`src/rtl/vmdg_sqrt_pipe.sv`:
```
// ----------------------------------------------------------------------------
// vmdg_sqrt_pipe
// Pipelined integer square root, one result bit per stage, floor result.
// ----------------------------------------------------------------------------
module vmdg_sqrt_pipe #(
  parameter int IN_W = 64
) (
  input  logic                clk,
  input  logic                en,
  input  logic [IN_W-1:0]     rad,
  output logic [IN_W/2-1:0]   root
);

  localparam int OUT_W = IN_W / 2;
  localparam int REM_W = OUT_W + 2;

  logic [REM_W-1:0] rem_r  [OUT_W];
  logic [OUT_W-1:0] root_r [OUT_W];
  logic [IN_W-1:0]  rad_r  [OUT_W];

  for (genvar k = 0; k < OUT_W; k++) begin : g_stage
    logic [REM_W-1:0] rem_in;
    logic [REM_W-1:0] rem_sh;
    logic [REM_W-1:0] trial;
    logic [OUT_W-1:0] root_in;
    logic [IN_W-1:0]  rad_in;

    if (k == 0) begin : g_first
      assign rem_in  = '0;
      assign root_in = '0;
      assign rad_in  = rad;
    end else begin : g_next
      assign rem_in  = rem_r[k-1];
      assign root_in = root_r[k-1];
      assign rad_in  = rad_r[k-1];
    end

    // bring down the next two radicand bits and try a one bit
    assign rem_sh = {rem_in[REM_W-3:0], rad_in[IN_W-1 -: 2]};
    assign trial  = {root_in, 2'b01};

    always_ff @(posedge clk) begin
      if (en) begin
        if (rem_sh >= trial) begin
          rem_r[k]  <= rem_sh - trial;
          root_r[k] <= {root_in[OUT_W-2:0], 1'b1};
        end else begin
          rem_r[k]  <= rem_sh;
          root_r[k] <= {root_in[OUT_W-2:0], 1'b0};
        end
        rad_r[k] <= {rad_in[IN_W-3:0], 2'b00};
      end
    end
  end

  assign root = root_r[OUT_W-1];

endmodule

```
`config.mk`:
```
export PLATFORM = sky130hd
export DESIGN_NAME = vmdg_sqrt_pipe
export DESIGN_NICKNAME = d
export VERILOG_FILES = /design/src/rtl/vmdg_sqrt_pipe.sv
export SDC_FILE = /design/constraint.sdc
export NUM_CORES = 2
export LEC_CHECK = 0
export BUFFER_PORTS_ARGS = -buffer_cell sky130_fd_sc_hd__buf_2
export CAP_MARGIN = 5
export CORE_MARGIN = 2
export CORE_UTILIZATION = 45
export CTS_BUF_LIST = sky130_fd_sc_hd__clkbuf_8
export CTS_CLUSTER_DIAMETER = 40
export DETAILED_ROUTE_END_ITERATION = 10
export HOLD_SLACK_MARGIN = 0.12
export MAX_ROUTING_LAYER = met4
export SLEW_MARGIN = 20
export SYNTH_ARGS = -nofsm -noshare
export SYNTH_HDL_FRONTEND = slang
export SYNTH_MEMORY_MAX_BITS = 65536
export SYNTH_SLANG_ARGS = --single-unit
```
`constraint.sdc`:
```
create_clock -name clk -period 6.59 [get_ports clk]
set_clock_uncertainty 0.05 [all_clocks]
set_input_delay 1.318 -clock clk [delete_from_list [all_inputs] [get_ports clk]]
set_output_delay 1.318 -clock clk [all_outputs]
set_load 0.01 [all_outputs]
```
==> impl_metrics.env <==
export IMPL_cts_sinks=2465
export IMPL_syn2layout_area_growth_pct=11.9
export IMPL_wirelength_um=239000
export IMPL_yosysSeqAreaShare=0.648
export IMPL_layout_commonest_cell="edfxtp_1"
export IMPL_synth_cells=8805
export IMPL_max_freq_mhz=226
export IMPL_grt_setup_unrepaired="no"
export IMPL_async_flop_share=0
export IMPL_cp_max_fo=25
export IMPL_synth_fp_nets=9433
export IMPL_grt_max_degree=169
export IMPL_period_minus_slack_ps=4430
export IMPL_p_leak_nw=49.2
export IMPL_hold_viol=0
export IMPL_p_per_area_nw_per_um2=353
export IMPL_grt_usage=0.189
export IMPL_boundaryPins=98
export IMPL_die_area_sq_um=258000
export IMPL_cts_htree_levels=5
export IMPL_drive_above_1_share=0.0958
export IMPL_syn_avg_cell_area_sq_um=13.0
export IMPL_end_kind="flip-flop"
export IMPL_synthesis_area_sq_um=114000
export IMPL_synth_area_leaders="edfxtp_1 65%, ha_1 6.2%, xnor2_1 3.1%"
export IMPL_rrSetupSlack_ps=2160
export IMPL_rows=184
export IMPL_ys_warn_count=0
export IMPL_n_fill_cell=21700
export IMPL_fin_cells=13000
export IMPL_crit_required_ps=7240
export IMPL_io_buffer_count=97
export IMPL_vias=68200
export IMPL_status="complete, no violations"
export IMPL_die_x_um=508
export IMPL_grt_pass1_vias=67700
export IMPL_die_h_um=508
export IMPL_min_path_type="reg2reg"
export IMPL_drtIter0Drc=4934
export IMPL_dp_hpwl_um=171000
export IMPL_tns_ps=0
export IMPL_dp_cells=12100
export IMPL_cpPeakStageDelay_ps=850
export IMPL_slew_viol_final=0
export IMPL_start_kind="flip-flop"
export IMPL_synth_top_area_frac=0.648
export IMPL_cts_hold_buf=0
export IMPL_vias_per_cell=5.26
export IMPL_initial_core_util=0.453
export IMPL_critical_path_slowest_cell="a221oi_1"
export IMPL_report_power_total_w=0.0452
export IMPL_post_cts_setup_buffers=0
export IMPL_core_area_sq_um=252000
export IMPL_grt_pass1_wl_um=375000
export IMPL_cts_tree="yes"
export IMPL_antenna_found_initial=4
export IMPL_nets=9872
export IMPL_gp_congestion=0.902
export IMPL_clockRootBuffer="clkbuf_8"
export IMPL_path_cells="ha_1, nor2b_1, o21a_1, o21ai_0, nor3b_1, o31ai_1, a221oi_1, o21a_1, buf_4, o21ai_0"
export IMPL_final_period_utilization=0.672
export IMPL_timing_slew_headroom=0.284
export IMPL_synth_edff_count=2464
export IMPL_clkSlewWorstSetupHoldPaths_ps=60
export IMPL_worstSkewPairLatency_ps=1020
export IMPL_cts_buffers=450
export IMPL_synth_seq_cells=2465
export IMPL_grt_overflow=0
export IMPL_final_cell_mix="2464 x edfxtp_1, 803 x inv_1, 747 x nand2_1"
export IMPL_cp_arrival_ps=5080
export IMPL_synth_main_ff_cell="edfxtp_1"
export IMPL_setup_viol=0
export IMPL_maxCapViolations=0
export IMPL_yosysTopAreaCell="edfxtp_1"
export IMPL_peakVddDrop_mv=0.236
export IMPL_ant_nets=0
export IMPL_clock_path_buffers=4
export IMPL_worst_slew_pin_slew_ps=1070
export IMPL_cts_resized=0
export IMPL_avgRoutedWirePerCell_um=18.5
export IMPL_synth_cell_types=91
export IMPL_drc=0
export IMPL_crit_type="reg2reg"
export IMPL_firstDrtPassIters=6
==> routing by layer <==
layer / vias to the layer above / part of all wire / track usage
met5: - / 0 / -
met4: 0 / 0.033 / 0.0660
met3: 506 / 0.041 / 0.0241
met2: 1517 / 0.49 / 0.311
met1: 32700 / 0.44 / 0.241
li1: 33400 / - / -
==> synthesized netlist by cell type (50+ instances only) <==
cell type / instances
nand3_1: 143
ha_1: 562
xor2_1: 388
edfxtp_1: 2464
o31ai_1: 50
a21o_1: 244
nor2_1: 459
xnor2_1: 406
mux2_2: 56
o21a_1: 95
nor3_1: 188
or3_1: 84
inv_1: 683
and3_1: 58
clkbuf_1: 156
nor2b_1: 90
o21ai_0: 568
nand4_1: 76
nand2b_1: 132
nor4_1: 108
a21oi_1: 438
nand2_1: 747
==> layout make-up <==
type,count,area (sq um),area share
antenna,2,5.00,0.0000392
tap,3348,4190,0.0328
timing repair buffer,166,1060,0.00829
multi-input combinational,5477,37000,0.290
sequential,2465,74000,0.579
clock inverter,354,2710,0.0212
clock buffer,454,6250,0.0489
inverter,684,2570,0.0201
==> cells by family after synthesis <==
kind of cell / after synthesis / synth area share
adders and majority gates: 562 / 0.0616
AOI/OAI and AO/OA: 1727 / 0.0932
buffers and inverters: 863 / 0.0286
DFF: 2465 / 0.648
and+or+nand+nor: 2325 / 0.101
xor gates and xnor gates: 794 / 0.0609
muxes: 69 / 0.00666
==> critical path: cells and delay by family, from the launching register on <==
| family | cells | cell delay, ps |
|---|---|---|
| simple gates | 2 | 450 |
| compound gates | 6 | 2480 |
| flops | 1 | 410 |
| buf+inv | 1 | 360 |
| fa+ha+maj | 1 | 370 |
==> metrics by stage <==
stage | worst slack [ps] | cell area, sq um | hold slack [ps] | util
3_3_place_gp | 1950 | 119000 | 351 | 0.472
2_1_floorplan | 1890 | 114000 | 350 | -
4_1_cts | 2200 | 128000 | 295 | 0.507
5_1_grt | 1810 | 128000 | 342 | 0.508
6_report | 2160 | 128000 | 333 | 0.508
3_5_place_dp | 1940 | 119000 | 355 | 0.472
==> registers in the layout, indices dropped and copies added (netlist names) <==
register  cells
root_r      528
rad_r       992
rem_r       945
==> final timing paths <==
path	start	endpoint	cells after the start
setup / recovery	rem_r[1][34]	rem_r[1][76]	10
hold / removal	rad_r[0][678]	rad_r[0][742]	0
setup reg to reg	rem_r[1][34]	rem_r[1][76]	10
hold reg to reg	rad_r[0][678]	rad_r[0][742]	0
==> power breakdown <==
part / internal, W / switching (W) / total, W
logic: 0.00398 / 0.00541 / 0.00939
registers: 0.0200 / 0.00143 / 0.0214
clock network: 0.00794 / 0.00640 / 0.0143
total: 0.0319 / 0.0132 / 0.0452
Power figures use the tool's default switching activity.
