$ cat config.mk
export PLATFORM = sky130hd
export DESIGN_NAME = vmdg_div_pipe
export DESIGN_NICKNAME = d
export VERILOG_FILES = /design/src/rtl/vmdg_div_pipe.sv
export SDC_FILE = /design/constraint.sdc
export NUM_CORES = 2
export LEC_CHECK = 0
export BUFFER_PORTS_ARGS = -buffer_cell sky130_fd_sc_hd__buf_2
export CORE_MARGIN = 2
export CORE_UTILIZATION = 30
export DETAILED_ROUTE_END_ITERATION = 8
export SETUP_SLACK_MARGIN = 0.5
export SYNTH_ARGS = -nofsm -noshare
export SYNTH_HDL_FRONTEND = slang
export SYNTH_SLANG_ARGS = --single-unit
$ cat constraint.sdc
create_clock -name clk -period 10.8 [get_ports clk]
set_input_delay 1.08 -clock clk [delete_from_list [all_inputs] [get_ports clk]]
set_output_delay 1.08 -clock clk [all_outputs]
set_load 0.005 [all_outputs]
$ cat src/rtl/vmdg_div_pipe.sv
// ----------------------------------------------------------------------------
// vmdg_div_pipe
// Pipelined restoring divider, one quotient bit per stage. The caller keeps
// the quotient below 2^QUO_W; a zero divisor gives a don't-care quotient.
// ----------------------------------------------------------------------------
module vmdg_div_pipe #(
  parameter int DEN_W = 32,
  parameter int QUO_W = 31
) (
  input  logic                   clk,
  input  logic                   en,
  input  logic [DEN_W+QUO_W-1:0] num,
  input  logic [DEN_W-1:0]       den,
  output logic [QUO_W-1:0]       quo
);

  localparam int NUM_W = DEN_W + QUO_W;

  logic [DEN_W-1:0] rem_r [QUO_W];
  logic [QUO_W-1:0] low_r [QUO_W];
  logic [QUO_W-1:0] quo_r [QUO_W];
  logic [DEN_W-1:0] den_r [QUO_W];

  for (genvar k = 0; k < QUO_W; k++) begin : g_stage
    logic [DEN_W-1:0] rem_in;
    logic [QUO_W-1:0] low_in;
    logic [QUO_W-1:0] quo_in;
    logic [DEN_W-1:0] den_in;
    logic [DEN_W:0]   t;
    logic [DEN_W:0]   diff;
    logic             ge;

    if (k == 0) begin : g_first
      assign rem_in = num[NUM_W-1:QUO_W];
      assign low_in = num[QUO_W-1:0];
      assign quo_in = '0;
      assign den_in = den;
    end else begin : g_next
      assign rem_in = rem_r[k-1];
      assign low_in = low_r[k-1];
      assign quo_in = quo_r[k-1];
      assign den_in = den_r[k-1];
    end

    // shift in the next dividend bit and subtract when it fits
    assign t    = {rem_in, low_in[QUO_W-1]};
    assign ge   = (t >= {1'b0, den_in});
    assign diff = t - {1'b0, den_in};

    always_ff @(posedge clk) begin
      if (en) begin
        rem_r[k] <= ge ? diff[DEN_W-1:0] : t[DEN_W-1:0];
        low_r[k] <= {low_in[QUO_W-2:0], 1'b0};
        quo_r[k] <= {quo_in[QUO_W-2:0], ge};
        den_r[k] <= den_in;
      end
    end
  end

  assign quo = quo_r[QUO_W-1];

endmodule

==> results.yml <==
run_status:
  status: "completed"
power_and_ir_drop:
  combPwrFrac_pct: 42.5
  p_total_mw: 51.1
  irDropWorstVdd_uv: 146
  power_density_mw_per_mm2: 301
  switching_share_pct: 36.7
  power.internal_mw: 32.4
  pwr-share-clk_pct: 22.6
  switchingPower_mw: 18.7
  power.leakage_nw: 66.7
  seq_power_share_pct: 34.8
timing:
  hold_violations: 0
  skew_ns: 0.0932
  post-route-period-util_pct: 43.2
  fmax_mhz: 214
  finalSetupViolations: 0
  fin_crit_ns: 4.66
  fin_ws_ns: 6.14
  tightest_slew_ns: 1.35
  drv_slew: 0
  setup_tns_ns: 0
  rsz0062_at_grt: "false"
  slew_headroom_pct: 9.12
  hold_slack_ns: 0.261
cts:
  cts-root-buf: "clkbuf_16"
  cts_resized: 0
  numClockSinks: 2881
  clock_latency_ns: 1.00
  clk_pin_slew_worst_paths_ns: 0.06
  cts_buffer_depth: 4
  ctsHtreeMaxLevel: 5
  numCtsBuffers: 340
  post-cts-setup-buffers: 0
  postCtsHoldBufs: 0
  cts_tree: "yes"
placed_design:
  pre_cts_slack_ns: 5.63
  port_buffers: 127
  dpl.hpwl_um: 248000
  gp_congestion: 0.918
setup_path:
  start_kind: "flop"
  r2r_slack_ns: 6.14
  required_ns: 11.44
  cp-end-kind: "flop"
  timing.rr.start: "den_r[0][353]$_DFFE_PP_"
  path_class: "flop to flop"
  path_max_fanout: 29
  startpoint: "den_r[0][353]$_DFFE_PP_"
  worstPathArrival_ns: 5.31
logic_synthesis:
  synthArstFlopShare_pct: 0
  seq_area_frac_synth_pct: 57.5
  synth_flop_cell: "edfxtp_1"
  syn_nets: 13674
  synth_enable_flop_cells: 2881
  syn_area_per_cell_um2: 12.0
  ys_types: 105
  ys_warn_count: 0
  syn_inst: 12555
  synth_seq_cells: 2881
  syn_area_mm2: 0.150
final_layout:
  final_common_cell: "edfxtp_1"
  final_cell_mix: "2,881 x edfxtp_1, 1,271 x inv_1, 992 x ha_1, 945 x a21oi_1, 897 x nand2_1"
  area_delta_synth_final_pct: 13.1
  drive_gt1_share_pct: 9.73
  final_nets: 13899
  n_fill_cell: 49551
routing:
  vias: 95092
  route.detailed.drc: 0
  ant_nets: 0
  firstDrtPassIters: 6
  viasPerCell: 4.81
  drtIter0Drc: 6790
  wl_um: 338000
  wl_per_cell_um: 17.1
floorplanning:
  io-pin-count: 128
  die_h_um: 712
  row_count: 260
  initial_core_util_pct: 30.1
  die_w_um: 712
  dieArea_mm2: 0.507
  core_mm2: 0.500
global_route:
  grt_pass1_wl_um: 525000
  grt_use_met3_pct: 1.91
  antenna_found_initial: 14
  grt_pass1_vias: 93337
  grt_overflow: 0
  grt_max_degree: 174
  gr-usage-met1_pct: 16.3
  use_met2_pct: 21.9
  grt_use_total_pct: 12.8
  top_usage_layer: "met2"
min_path:
  hp-class: "input port to flop"
  holdCritStartpoint: "num[29]"
run:
  drv_cap: 0
[path summary, 6_finish.rpt]
| path | cells past startpoint | to |
|---|---|---|
| worst max-delay path | 13 | rem_r[0][397]$_DFFE_PP_ |
| worst max register to register | 13 | rem_r[0][397]$_DFFE_PP_ |
| worst min-delay path | 1 | low_r[0][29]$_DFFE_PP_ |
| worst min register to register | 0 | den_r[0][85]$_DFFE_PP_ |
[layer usage]
| layer | part of all wire, % | vias up |
|---|---|---|
| met4 | 4.2 | 20 |
| li1 | - | 46871 |
| met1 | 43 | 45371 |
| met3 | 4.6 | 713 |
| met5 | 0.036 | - |
| met2 | 48 | 2117 |
[flip-flops by register name, summed over array words and instances, names as in the netlist]
| register | cells |
|---|---|
| den_r | 960 |
| low_r | 465 |
| quo_r | 496 |
| rem_r | 960 |
[worst max-delay path, stage by stage, from the launching register on]
cell and delay [ns]:
edfxtp_1 0.43, inv_1 0.07, ha_1 0.30, nor2b_1 0.16
o31ai_2 0.32, a211oi_1 0.23, o311ai_1 0.49, a21oi_1 0.19
o221ai_1 0.40, and2_1 0.35, o31ai_1 0.25, a31oi_4 0.32
buf_4 0.44, mux2_2 0.41
[kinds of logic after synthesis]
logic type	synth area share (%)
AOI/OAI and AO/OA	13.1
xor gates and xnor gates	4.65
adders and majority gates	8.65
buffers and inverters	4.07
DFF	57.5
muxes	3.72
and+or+nand+nor	8.25
[cells in the mapped netlist, types with 91 or more instances]
| cell type | instances | area [µm²] |
|---|---|---|
| a211oi_1 | 91 | 683 |
| a21o_1 | 461 | 3460 |
| a21oi_1 | 948 | 4740 |
| a31oi_1 | 115 | 719 |
| clkbuf_1 | 216 | 811 |
| edfxtp_1 | 2881 | 86500 |
| ha_1 | 992 | 12400 |
| inv_1 | 1271 | 4770 |
| mux2_2 | 445 | 5010 |
| nand2_1 | 897 | 3370 |
| nand2b_1 | 122 | 763 |
| nand3_1 | 242 | 1210 |
| nand4_1 | 186 | 1160 |
| nor2_1 | 562 | 2110 |
| nor2b_1 | 137 | 857 |
| nor3_1 | 132 | 661 |
| o21a_1 | 109 | 818 |
| o21ai_0 | 823 | 4120 |
| o21bai_1 | 126 | 946 |
| xnor2_1 | 457 | 4000 |
| xor2_1 | 341 | 2990 |
[power by group through the flow]
| stage | clock [mW] | sequential [mW] | combinational (mW) |
|---|---|---|---|
| after global routing | 12.4 | 18.1 | 24.2 |
| after detailed placement | 0 | 18.0 | 21.5 |
| after floorplan | 0 | 17.2 | 16.9 |
| after CTS | 12.0 | 17.8 | 21.7 |
| after global placement | 0 | 18.1 | 21.3 |
| final | 11.6 | 17.8 | 21.7 |
[stage by stage]
stage                     area [µm²]  utilization [%]  instances
final                         170000             34.0      19754
after global routing          170000             34.0      19751
after CTS                     170000             34.0      19749
after detailed placement      159000             31.7      19119
after global placement        159000             31.7      19119
after floorplan               150000                -      12555
[area by class of cell]
class,instances,area (µm²),area share (%)
repair buffers,192,1290,0.758
multi-input cells,8094,57900,34.0
well taps,6681,8360,4.91
inverters,1271,4770,2.80
flip-flops and latches,2881,86500,50.9
clock inverters,241,2560,1.50
diodes,5,12.5,0.00736
clock buffers,389,8730,5.13
(Power assumes the default switching activity.)
